==> src/sv/cswq_pkg.sv <==
// ----------------------------------------------------------------------------
// cswq_pkg
// Types and constants shared by the counting semaphore wait queue: the
// per-semaphore memory word, the per-process link word and the operation codes.
// ----------------------------------------------------------------------------
`default_nettype none

package cswq_pkg;

   localparam int PID_W   = 4;
   localparam int SID_W   = 3;
   localparam int COUNT_W = 6;

   localparam logic signed [COUNT_W-1:0] COUNT_MIN = -6'sd32;
   localparam logic signed [COUNT_W-1:0] COUNT_MAX = 6'sd31;

   typedef enum logic [1:0] {
      KIND_WAIT   = 2'd0,
      KIND_SIGNAL = 2'd1,
      KIND_SET    = 2'd2,
      KIND_NONE   = 2'd3
   } kind_type;

   typedef enum logic [3:0] {
      ST_IDLE = 4'b0001,
      ST_EXEC = 4'b0010,
      ST_LINK = 4'b0100,
      ST_DEQ  = 4'b1000
   } state_type;

   typedef struct packed {
      logic signed [COUNT_W-1:0] count;
      logic                      head_valid;
      logic [PID_W-1:0]          head_pid;
      logic [PID_W-1:0]          tail_pid;
   } sem_entry_type;

   typedef struct packed {
      logic             valid;
      logic [PID_W-1:0] pid;
   } link_entry_type;

endpackage

`default_nettype wire

==> src/sv/counting_semaphore_wait_queue.sv <==
// ----------------------------------------------------------------------------
// counting_semaphore_wait_queue
// Table of counting semaphores with FIFO wait queues linked through a
// per-process next-link memory; wait, signal and set operations.
// ----------------------------------------------------------------------------
// An item goes from start through the exec state to the rsp_valid strobe, and
// through a further link or dequeue state when a wait appends behind an existing
// waiter or a signal wakes a process: the semaphore word is read, modified and
// written back through one synchronous memory, and the extra state is either the
// second write to the next-link memory (the old tail's link, after the caller's
// own link is cleared) or the registered read of the woken head's link before the
// semaphore word can be written back with the new head.
// busy is high from acceptance until the strobe cycle; a new item may be
// started in the strobe cycle. Each result appears for exactly one cycle
// and cannot be held off by the receiver. No clearing pass after reset.
`default_nettype none

module counting_semaphore_wait_queue
   import cswq_pkg::*;
#(
   parameter int PROC_COUNT = 16,
   parameter int SEM_COUNT  = 8
) (
   input  wire logic                      clock,
   input  wire logic                      reset,
   input  wire logic                      start,
   output logic                           busy,
   input  wire logic [1:0]                req_kind,
   input  wire logic [SID_W-1:0]          req_sem_id,
   input  wire logic [PID_W-1:0]          req_caller_pid,
   input  wire logic signed [COUNT_W-1:0] req_start_count,
   output logic                           rsp_valid,
   output logic                           rsp_must_block,
   output logic                           rsp_woke_valid,
   output logic [PID_W-1:0]               rsp_woke_pid,
   output logic signed [COUNT_W-1:0]      rsp_count_after
);

   localparam int SEM_AW  = (SEM_COUNT > 1) ? $clog2(SEM_COUNT) : 1;
   localparam int LINK_AW = $clog2(PROC_COUNT);

   sem_entry_type  sem_mem [SEM_COUNT];
   link_entry_type link_mem [PROC_COUNT];

   state_type state_ff, state_in;
   logic      accept;

   logic [SEM_COUNT-1:0] sem_vld_ff;
   logic                 sem_hit_ff;
   sem_entry_type        sem_rd_ff;
   link_entry_type       link_rd_ff;

   kind_type                  op_kind_ff;
   logic [SID_W-1:0]          op_sem_ff;
   logic [PID_W-1:0]          op_pid_ff;
   logic signed [COUNT_W-1:0] op_start_ff;

   sem_entry_type    hold_ff;
   logic [PID_W-1:0] old_tail_ff;

   logic                      rsp_valid_ff, rsp_valid_in;
   logic                      rsp_block_ff;
   logic                      rsp_woke_ff;
   logic [PID_W-1:0]          rsp_pid_ff;
   logic signed [COUNT_W-1:0] rsp_count_ff;

   // exec stage
   sem_entry_type             cur;
   sem_entry_type             upd;
   logic                      sem_ok;
   logic                      pid_ok;
   logic                      need_link;
   logic                      need_deq;
   logic                      x_block;
   logic                      x_woke;
   logic [PID_W-1:0]          x_pid;
   logic signed [COUNT_W-1:0] x_count;
   logic signed [COUNT_W-1:0] cnt_dec;
   logic signed [COUNT_W-1:0] cnt_inc;

   // memory ports
   logic              sem_we;
   logic [SEM_AW-1:0] sem_waddr;
   sem_entry_type     sem_wdata;
   logic              link_we;
   logic [LINK_AW-1:0] link_waddr;
   link_entry_type    link_wdata;
   logic [LINK_AW-1:0] link_raddr;

   assign accept = start && (state_ff == ST_IDLE);
   assign busy   = (state_ff != ST_IDLE);

   always_comb begin
      cur       = sem_hit_ff ? sem_rd_ff : '0;
      upd       = cur;
      sem_ok    = int'(op_sem_ff) < SEM_COUNT;
      pid_ok    = int'(op_pid_ff) < PROC_COUNT;
      need_link = 1'b0;
      need_deq  = 1'b0;
      x_block   = 1'b0;
      x_woke    = 1'b0;
      x_pid     = '0;
      cnt_dec   = (cur.count == COUNT_MIN) ? cur.count : cur.count - 6'sd1;
      cnt_inc   = (cur.count == COUNT_MAX) ? cur.count : cur.count + 6'sd1;
      case (op_kind_ff)
         KIND_WAIT: begin
            if (pid_ok) begin
               upd.count = cnt_dec;
               if (cnt_dec[COUNT_W-1]) begin
                  x_block      = 1'b1;
                  need_link    = cur.head_valid;
                  upd.tail_pid = op_pid_ff;
                  if (!cur.head_valid) begin
                     upd.head_valid = 1'b1;
                     upd.head_pid   = op_pid_ff;
                  end
               end
            end
         end
         KIND_SIGNAL: begin
            upd.count = cnt_inc;
            if ((cnt_inc[COUNT_W-1] || (cnt_inc == '0)) && cur.head_valid) begin
               x_woke   = 1'b1;
               x_pid    = cur.head_pid;
               need_deq = 1'b1;
            end
         end
         KIND_SET: begin
            upd.count = op_start_ff;
         end
         default: begin
            upd = cur;
         end
      endcase
      x_count = upd.count;
      if (!sem_ok) begin
         need_link = 1'b0;
         need_deq  = 1'b0;
         x_block   = 1'b0;
         x_woke    = 1'b0;
         x_pid     = '0;
         x_count   = '0;
      end
   end

   // memory port control
   always_comb begin
      sem_we     = 1'b0;
      sem_waddr  = SEM_AW'(op_sem_ff);
      sem_wdata  = upd;
      link_we    = 1'b0;
      link_waddr = LINK_AW'(op_pid_ff);
      link_wdata = '0;
      link_raddr = LINK_AW'(cur.head_pid);
      case (state_ff)
         ST_EXEC: begin
            sem_we  = sem_ok && !need_deq;
            link_we = sem_ok && x_block;
         end
         ST_LINK: begin
            link_we    = 1'b1;
            link_waddr = LINK_AW'(old_tail_ff);
            link_wdata = '{valid: 1'b1, pid: op_pid_ff};
         end
         ST_DEQ: begin
            sem_we               = 1'b1;
            sem_wdata            = hold_ff;
            sem_wdata.head_valid = link_rd_ff.valid;
            sem_wdata.head_pid   = link_rd_ff.pid;
         end
         default: begin
            sem_we = 1'b0;
         end
      endcase
   end

   always_comb begin
      state_in     = state_ff;
      rsp_valid_in = 1'b0;
      case (state_ff)
         ST_IDLE: begin
            if (accept) state_in = ST_EXEC;
         end
         ST_EXEC: begin
            if (need_link) begin
               state_in = ST_LINK;
            end else if (need_deq) begin
               state_in = ST_DEQ;
            end else begin
               state_in     = ST_IDLE;
               rsp_valid_in = 1'b1;
            end
         end
         ST_LINK, ST_DEQ: begin
            state_in     = ST_IDLE;
            rsp_valid_in = 1'b1;
         end
         default: begin
            state_in = ST_IDLE;
         end
      endcase
   end

   always_ff @(posedge clock) begin
      if (reset) begin
         state_ff     <= ST_IDLE;
         rsp_valid_ff <= 1'b0;
         sem_vld_ff   <= '0;
      end else begin
         state_ff     <= state_in;
         rsp_valid_ff <= rsp_valid_in;
         if (sem_we) sem_vld_ff[sem_waddr] <= 1'b1;
      end
   end

   // semaphore memory
   always_ff @(posedge clock) begin
      if (sem_we) sem_mem[sem_waddr] <= sem_wdata;
      if (accept) begin
         sem_rd_ff  <= sem_mem[SEM_AW'(req_sem_id)];
         sem_hit_ff <= sem_vld_ff[SEM_AW'(req_sem_id)];
      end
   end

   // next-link memory
   always_ff @(posedge clock) begin
      if (link_we) link_mem[link_waddr] <= link_wdata;
      link_rd_ff <= link_mem[link_raddr];
   end

   always_ff @(posedge clock) begin
      if (accept) begin
         op_kind_ff  <= kind_type'(req_kind);
         op_sem_ff   <= req_sem_id;
         op_pid_ff   <= req_caller_pid;
         op_start_ff <= req_start_count;
      end
      if (state_ff == ST_EXEC) begin
         hold_ff      <= upd;
         old_tail_ff  <= cur.tail_pid;
         rsp_block_ff <= x_block;
         rsp_woke_ff  <= x_woke;
         rsp_pid_ff   <= x_pid;
         rsp_count_ff <= x_count;
      end
   end

   assign rsp_valid       = rsp_valid_ff;
   assign rsp_must_block  = rsp_block_ff;
   assign rsp_woke_valid  = rsp_woke_ff;
   assign rsp_woke_pid    = rsp_pid_ff;
   assign rsp_count_after = rsp_count_ff;

endmodule

`default_nettype wire
==> config.mk <==
export PLATFORM = sky130hd
export DESIGN_NAME = counting_semaphore_wait_queue
export DESIGN_NICKNAME = d
export VERILOG_FILES = /design/src/sv/cswq_pkg.sv /design/src/sv/counting_semaphore_wait_queue.sv
export SDC_FILE = /design/constraint.sdc
export NUM_CORES = 1
export LEC_CHECK = 0
export BUFFER_PORTS_ARGS = -buffer_cell sky130_fd_sc_hd__buf_2
export CAP_MARGIN = 40
export CORE_MARGIN = 2
export CORE_UTILIZATION = 40
export CTS_CLUSTER_SIZE = 28
export DETAILED_ROUTE_END_ITERATION = 10
export MAX_ROUTING_LAYER = met4
export SKIP_LAST_GASP = 1
export SYNTH_ARGS = -nofsm -noshare
export SYNTH_HDL_FRONTEND = slang
export SYNTH_SLANG_ARGS = --single-unit
==> constraint.sdc <==
create_clock -name clock -period 3.33 [get_ports clock]
set_clock_uncertainty 0.2 [all_clocks]
set_input_delay 0.333 -clock clock [delete_from_list [all_inputs] [get_ports clock]]
set_output_delay 0.333 -clock clock [all_outputs]
set_load 0.01 [all_outputs]
==> results of run 1 <==
==> routing by layer <==
| layer | GRT usage [%] | share of wire, % |
|---|---|---|
| met5 | - | 0 |
| met4 | 4.458 | 2.5 |
| met2 | 31.43 | 51 |
| met1 | 23.30 | 42 |
| met3 | 2.186 | 4.8 |
==> flip-flops by register name (all words and copies together), names as in the netlist, 5 cells and up <==
name	count
op_start_ff	6
link_mem	80
sem_rd_ff	15
link_rd_ff	5
sem_mem	120
rsp_count_after	6
sem_vld_ff	8
==> Yosys cell counts, drive strengths merged (3+ instances only) <==
cell type,number
a211oi,7
and2,18
nor2,49
nor3,15
inv,19
nor4b,3
dfxtp,18
clkbuf,24
buf,23
a22o,5
a22oi,11
o221ai,3
a221o,6
nand3,13
edfxtp,251
and3,5
o211ai,7
nand2,39
o31ai,4
o21ai,17
a32oi,5
o21bai,3
a31oi,18
nand4,6
nor2b,15
mux4,37
mux2,28
a21oi,36
o21a,5
==> how the worst min path moves through the flow <==
stage                                     from                         end  slack [ps]
floorplan                                reset    state_ff[2]$_SDFFE_PP0P_         210
global placement    sem_vld_ff[7]$_SDFFE_PP0P_  sem_vld_ff[7]$_SDFFE_PP0P_         300
detailed placement          req_start_count[1]    op_start_ff[1]$_DFFE_PP_         310
CTS                              req_sem_id[0]      op_sem_ff[0]$_DFFE_PP_          80
global route                     req_sem_id[0]      op_sem_ff[0]$_DFFE_PP_         100
finish                           req_sem_id[0]      op_sem_ff[0]$_DFFE_PP_          90
==> cells by family (layout without fill, tap and decap cells) <==
| kind of cell | count (synthesis) | in the layout | share of synthesized area (%) |
|---|---|---|---|
| flops | 269 | 269 | 70.40 |
| mux | 66 | 66 | 10.33 |
| xor+xnor | 2 | 2 | 0.1562 |
| simple gates | 174 | 174 | 8.008 |
| buf+inv | 66 | 151 | 2.643 |
| fa+ha+maj | 2 | 2 | 0.2230 |
| compound gates | 136 | 136 | 8.242 |
==> per-stage QoR <==
step / cells / hold slack, ps
after floorplan: 715 / 211.5
after global placement: 1113 / 299.2
after detailed placement: 1115 / 311.1
after CTS: 1178 / 83.14
after global routing: 1178 / 104.6
final: 1178 / 85.41
==> cells in the final DEF (no fill, tap or decap), drive strengths merged, types with 19 or more instances in the layout <==
| master | n |
|---|---|
| nor2 | 49 |
| buf | 69 |
| edfxtp | 251 |
| clkbuf | 36 |
| nand2 | 39 |
| a21oi | 36 |
| mux4 | 37 |
| mux2 | 28 |
| inv | 19 |
==> worst register-to-register path, stage by stage (launching register included) <==
cell and delay [ps]:
edfxtp_1 480, nand2_1 160, inv_1 70, ha_1 220, buf_4 160, o21a_1 110, a2111oi_2 370, nand4_1 210
a31oi_2 230, buf_4 190, nor2_1 70, buf_4 210
==> where the power goes <==
part / switching, mW / internal, mW / leakage (nW) / total (mW)
clock: 1.22 / 1.54 / 0.392 / 2.76
sequential: 0.0435 / 3.75 / 2.64 / 3.80
combinational: 0.263 / 0.166 / 1.46 / 0.429
==> final cells by class <==
type,count,area (um2)
multi-input cells,380,3053
well taps,378,473.0
fillers,2386,14800
flip-flops and latches,269,7898
clock buffers,36,730.7
repair buffers,82,603.1
inverters,19,71.32
clock inverters,14,75.07
==> repair_timing <==
item / in CTS / in global routing
hold endpoints to repair: 22 / 0
endpoints found under the setup margin: 0 / 0
hold buffers: 13 / 0
==> summary.txt, run 1 <==
Critical path
  – WP buf/inv: 4
  – CP required: 3410 ps
  – CP Launch Type: flop
  – Slowest stage delay, CP: approximately 480 ps
  – Worst path depth: 11
  – Setup crit end kind: flop
  – Worst Setup EP: sem_mem[3][13]$_DFFE_PP_
  – Crit path max-delay cell type: edfxtp_1
  – Crit Path Max Fanout: 15
  – CP Cell Sequence: nand2_1 -> inv_1 -> ha_1 -> buf_4 -> o21a_1 -> a2111oi_2 -> nand4_1 -> a31oi_2 -> buf_4 -> nor2_1 -> buf_4
  – Setup CP Type: reg -> reg
  – Worst setup path startpoint: sem_hit_ff$_DFFE_PP_
  – Top delay family on crit path: compound AO/OA/AOI/OAI gates
  – Flop2flop setup slack: around 370 ps
  – Most used cell, CP: buf_4
  – Reg2Reg Depth: 11
  – Reg-to-reg endpoint: sem_mem[3][13]$_DFFE_PP_
  – Reg-to-reg startpoint: sem_hit_ff$_DFFE_PP_
  – CP arrival: 3040 ps

Clock tree
  – Sink Count: 269
  – CTS buffer count: 28
  – H-Tree Depth: 1
  – Clk buf depth: 3
  – Post-CTS setup buffers: 0
  – Latest clock arrival within the worst-skew pair: around 540 ps
  – CTS tree: built
  – Root buffer cell: clkbuf_16
  – Post-CTS Resized: 0
  – Reg clk slew, reported paths: 60 ps

Outcome
  – Status: complete, no violations

Placed design
  – Pre-CTS WS: approximately 400 ps
  – Post-DP Area: about 0.012 mm2
  – DP Wirelength: about 18 mm
  – GP Congestion: 0.9003
  – PortBufs: 31

Detailed routing
  – Routed len/inst: about 22 um
  – Routed vias/inst: 5.558
  – Drt total wl: 25.67 mm
  – Final ANT Viol Nets: 0
  – DR iter-0 viols: between 600 and 700
  – Vias: 6547
  – DRC viols: 0
  – Drt pass-1 iters: 5

Power and ir drop
  – Total leakage power: about 4.5 nW
  – Max VDD drop: 395.8 uV
  – Power Dens Cells: between 500 and 600 mW/mm2
  – Tot Pwr: approximately 7 mW

Logic synthesis
  – Seq cells post-synth: about 270
  – Top-area cell type share of the netlist area: between 60% and 70%
  – Post-synthesis sequential area ratio: between 70 and 80%
  – FFs w/ async S/R, synth: 0%
  – Post-synth cell types: 59
  – Syn_area_per_cell: 15.69 um2
  – Synthesized instance count: between 700 and 800
  – Primary FF master, synth: edfxtp_1
  – Ys Warns: 0
  – Top post-synthesis cells by area: edfxtp_1 (67%), mux4_2 (7.4%), dfxtp_1 (3.2%)
  – Post-synth top area cell: edfxtp_1
  – Syn nets: about 740
  – Post-synth EDFFs: 251
  – Post-Syn Area: around 0.011 mm2

Finish
  – Final net count: 800
  – Layout cells sized above 1: between 20% and 30%
  – Area growth syn-to-layout: 15.02%
  – Ant diodes: 0
  – Final core utilization: 46.57%
  – Finished Cell Area: around 0.013 mm2

Die
  – Die height: 171.5 um
  – Die ar.: between 0.02 and 0.03 mm2
  – FP Rows: slightly above 60
  – I/O pin count: 32
  – Die W: roughly 170 um
  – Initial Utilization: between 40% and 50%
  – Core area: 0.02771 mm2

STA
  – Setup tns final: 0 ps
  – RSZ-0062 raised after global routing: false
  – Final WS setup: around 370 ps
  – Final setup viols: 0
  – Final hold violations: 0
  – Fraction of the cycle the final worst path needs: between 80% and 90%
  – Max-slew violation count: 0
  – Slew headroom: a little under two fifths
  – Fin crit period: roughly 3000 ps
  – Max frequency: between 300 and 400 MHz
  – Worst Tran Pin Value: just over 900 ps

Min path
  – Worst hold path class: in -> reg
  – Hold Crit Depth: 1

Global route
  – Number of global-route vias before repair: approximately 6500
  – Total gr overflow: 0
  – First-pass GRT wire length: 39.18 mm
  – Largest net degree at the start of global routing: 35
  – Antenna violations before repair: 0
  – All-Layer GR Usage: between 10% and 20%

Flow run
  – Max cap viols: 0
(Power assumes the default switching activity.)
==> inputs of run 2 (changes only) <==
--- a/config.mk
+++ b/config.mk
@@ -9,7 +9,7 @@
 export CAP_MARGIN = 40
 export CORE_MARGIN = 2
 export CORE_UTILIZATION = 40
-export CTS_CLUSTER_SIZE = 28
+export CTS_CLUSTER_SIZE = 20
 export DETAILED_ROUTE_END_ITERATION = 10
 export MAX_ROUTING_LAYER = met4
 export SKIP_LAST_GASP = 1
==> constraint.sdc (replaced) <==
create_clock -name clock -period 3.9 [get_ports clock]
set_clock_uncertainty 0.2 [all_clocks]
set_input_delay 0.39 -clock clock [delete_from_list [all_inputs] [get_ports clock]]
set_output_delay 0.39 -clock clock [all_outputs]
set_load 0.01 [all_outputs]
==> run 2 against run 1 <==
Global-route usage decreased by 0.44 points; worst setup slack gained 240 ps; flip-flop and latch count did not move; sequential share of layout area hardly changed; cell area hardly changed; fmax fell by 10%; non-clock buffer count down 14; worst hold slack worse by 54 ps; clock-buffer cell count shrank 3; cell count is 1.1% lower; via count fell by 2.4%; combinational power shrank 21%.
==> summary.txt, run 2 (synthesized netlist as in run 1, its figures left out) <==
Clock tree
  – H-Tree Depth: 1
  – CTS tree: built
  – Reg clk slew, reported paths: approximately 60 ps
  – Sink Count: between 200 and 300
  – Root buffer cell: clkbuf_16
  – Clk buf depth: 3
  – Post-CTS setup buffers: 0
  – Latest clock arrival within the worst-skew pair: approximately 530 ps
  – CTS buffer count: 28

Global route
  – Antenna violations before repair: 0
  – Number of global-route vias before repair: between 6000 and 7000
  – Largest net degree at the start of global routing: 34
  – Total gr overflow: 0
  – All-Layer GR Usage: roughly 18%
  – First-pass GRT wire length: around 38 mm

Placed design
  – GP Congestion: 0.8932
  – DP Wirelength: between 15 and 20 mm
  – Placed insts: about 1100
  – PortBufs: 31
  – Pre-CTS WS: around 650 ps
  – Post-DP Area: about 0.012 mm2

Critical path
  – Reg2Reg Depth: 10
  – CP Cell Sequence: nand2_1 -> inv_1 -> ha_1 -> and3_1 -> a211oi_2 -> nand4_1 -> buf_4 -> a31oi_2 -> nor2_1 -> buf_4
  – Worst path depth: 10
  – Most used cell, CP: buf_4
  – Top delay family on crit path: simple AND/OR/NAND/NOR gates
  – CP arrival: around 3400 ps
  – Crit Path Max Fanout: 15
  – WP buf/inv: 3
  – Crit path max-delay cell type: edfxtp_1
  – CP required: 3970 ps
  – Setup CP Type: reg -> reg
  – Setup crit end kind: flop
  – Slowest stage delay, CP: 550 ps
  – CP Launch Type: flop

Finish
  – Biggest regs: sem_mem: 120 flops, link_mem: 80 flops, sem_rd_ff: 15 flops
  – Layout cells sized above 1: between 20 and 25%
  – Area growth syn-to-layout: 14.95%
  – Finished Cell Area: between 0.01 and 0.015 mm2
  – Biggest register: sem_mem
  – Number of flip-flops under the largest register name: between 100 and 150
  – Most common cell after layout, fill and taps aside: edfxtp_1
  – Most frequent cells in the layout: edfxtp_1 (251), nor2_1 (49), nand2_1 (39)
  – Filler cells: around 2400
  – Layout Cells excl Fill: 1165
  – Ant diodes: 0
  – Final net count: around 790

STA
  – Max frequency: between 300 and 400 MHz
  – Final setup viols: 0
  – Final hold violations: 0
  – Setup tns final: 0 ps
  – Worst Tran Pin Value: 917.6 ps
  – Final WS setup: approximately 610 ps
  – RSZ-0062 raised after global routing: false
  – Slew headroom: between 30% and 40%
  – Fraction of the cycle the final worst path needs: between 80% and 90%
  – Fin crit period: 3295 ps
  – Max-slew violation count: 0

Detailed routing
  – Final ANT Viol Nets: 0
  – Drt total wl: ~25 mm
  – Routed len/inst: 21.64 um
  – Routed vias/inst: between 5 and 6
  – DRC viols: 0
  – Drt pass-1 iters: 5
  – DR iter-0 viols: 737
  – Vias: between 6000 and 7000

Power and ir drop
  – Switching pwr: between 1 and 1.5 mW
  – Clock power share: about 43%
  – Power Dens Cells: around 490 mW/mm2
  – Sequential share of power: 51.9%
  – Switching share of power: roughly a fifth
  – Max VDD drop: around 340 uV
  – Internal power: 4.952 mW
  – Tot Pwr: 6.276 mW
  – Total leakage power: between 4 and 5 nW
  – Comb power frac: under 10%

Die
  – Core area: approximately 0.028 mm2
  – Die W: 171.5 um
  – I/O pin count: 32
  – Die height: roughly 170 um
  – Initial Utilization: 40.49%
  – FP Rows: between 60 and 70
  – Die ar.: between 0.02 and 0.03 mm2

Min path
  – Hold Crit Depth: 2
  – Worst hold path class: in -> reg

Outcome
  – Status: complete, no violations

Flow run
  – Max cap viols: 0
## run 2: what timing repair did
action / in CTS / in global routing
hold buffers: 12 / 0
hold endpoints to repair: 12 / 0
resized for setup: 0 / 0
## run 2: power by group through the flow
stage               Clock, mW  Combinational [mW]  Sequential (mW)
global placement            0               0.327             3.31
CTS                      2.74               0.344             3.25
floorplan                   0               0.240             3.28
finish                   2.68               0.341             3.26
detailed placement          0               0.333             3.32
global route             2.85               0.369             3.26
## run 2: area by class of cell
class / instances / area, um2 / area share [%]
timing repair buffer: 68 / 462.9 / 3.590
multi-input combinational: 380 / 3053 / 23.68
clock inverter: 18 / 196.4 / 1.523
sequential: 269 / 7898 / 61.25
tap: 378 / 473.0 / 3.668
inverter: 19 / 71.32 / 0.5531
clock buffer: 33 / 740.7 / 5.744
## run 2: worst paths after layout
check / from / to / slack, ps
setup / recovery: sem_hit_ff$_DFFE_PP_ / sem_mem[3][14]$_DFFE_PP_ / 610
hold / removal: reset / sem_vld_ff[4]$_SDFFE_PP0P_ / 30
setup reg to reg: sem_hit_ff$_DFFE_PP_ / sem_mem[3][14]$_DFFE_PP_ / 610
hold reg to reg: sem_vld_ff[4]$_SDFFE_PP0P_ / sem_vld_ff[4]$_SDFFE_PP0P_ / 330
## run 2: worst register-to-register path, delay by kind of cell, from the launching register on
| kind | cells | cell delay, ps |
|---|---|---|
| adder cells (fa/ha/maj) | 1 | 260 |
| AO/OA/AOI/OAI | 2 | 710 |
| flip-flops | 1 | 550 |
| buffers and inverters | 3 | 560 |
| AND/OR/NAND/NOR | 4 | 740 |
## run 2: layer usage
layer  vias up  track usage [%]  share of wire (%)
li1       2913                -                  -
met1      3215            22.37                 41
met2       208            30.49                 51
met3        52            2.140                5.1
met4         0            5.637                2.8
met5         -                -                  0
## run 2: stage by stage
| stage | util [%] | hold slack (ps) |
|---|---|---|
| 4_1_cts | 46.54 | 7.055 |
| 3_5_place_dp | 42.73 | 314.2 |
| 2_1_floorplan | - | 268.5 |
| 6_report | 46.54 | 30.97 |
| 3_3_place_gp | 42.73 | 298.6 |
| 5_1_grt | 46.54 | 28.33 |
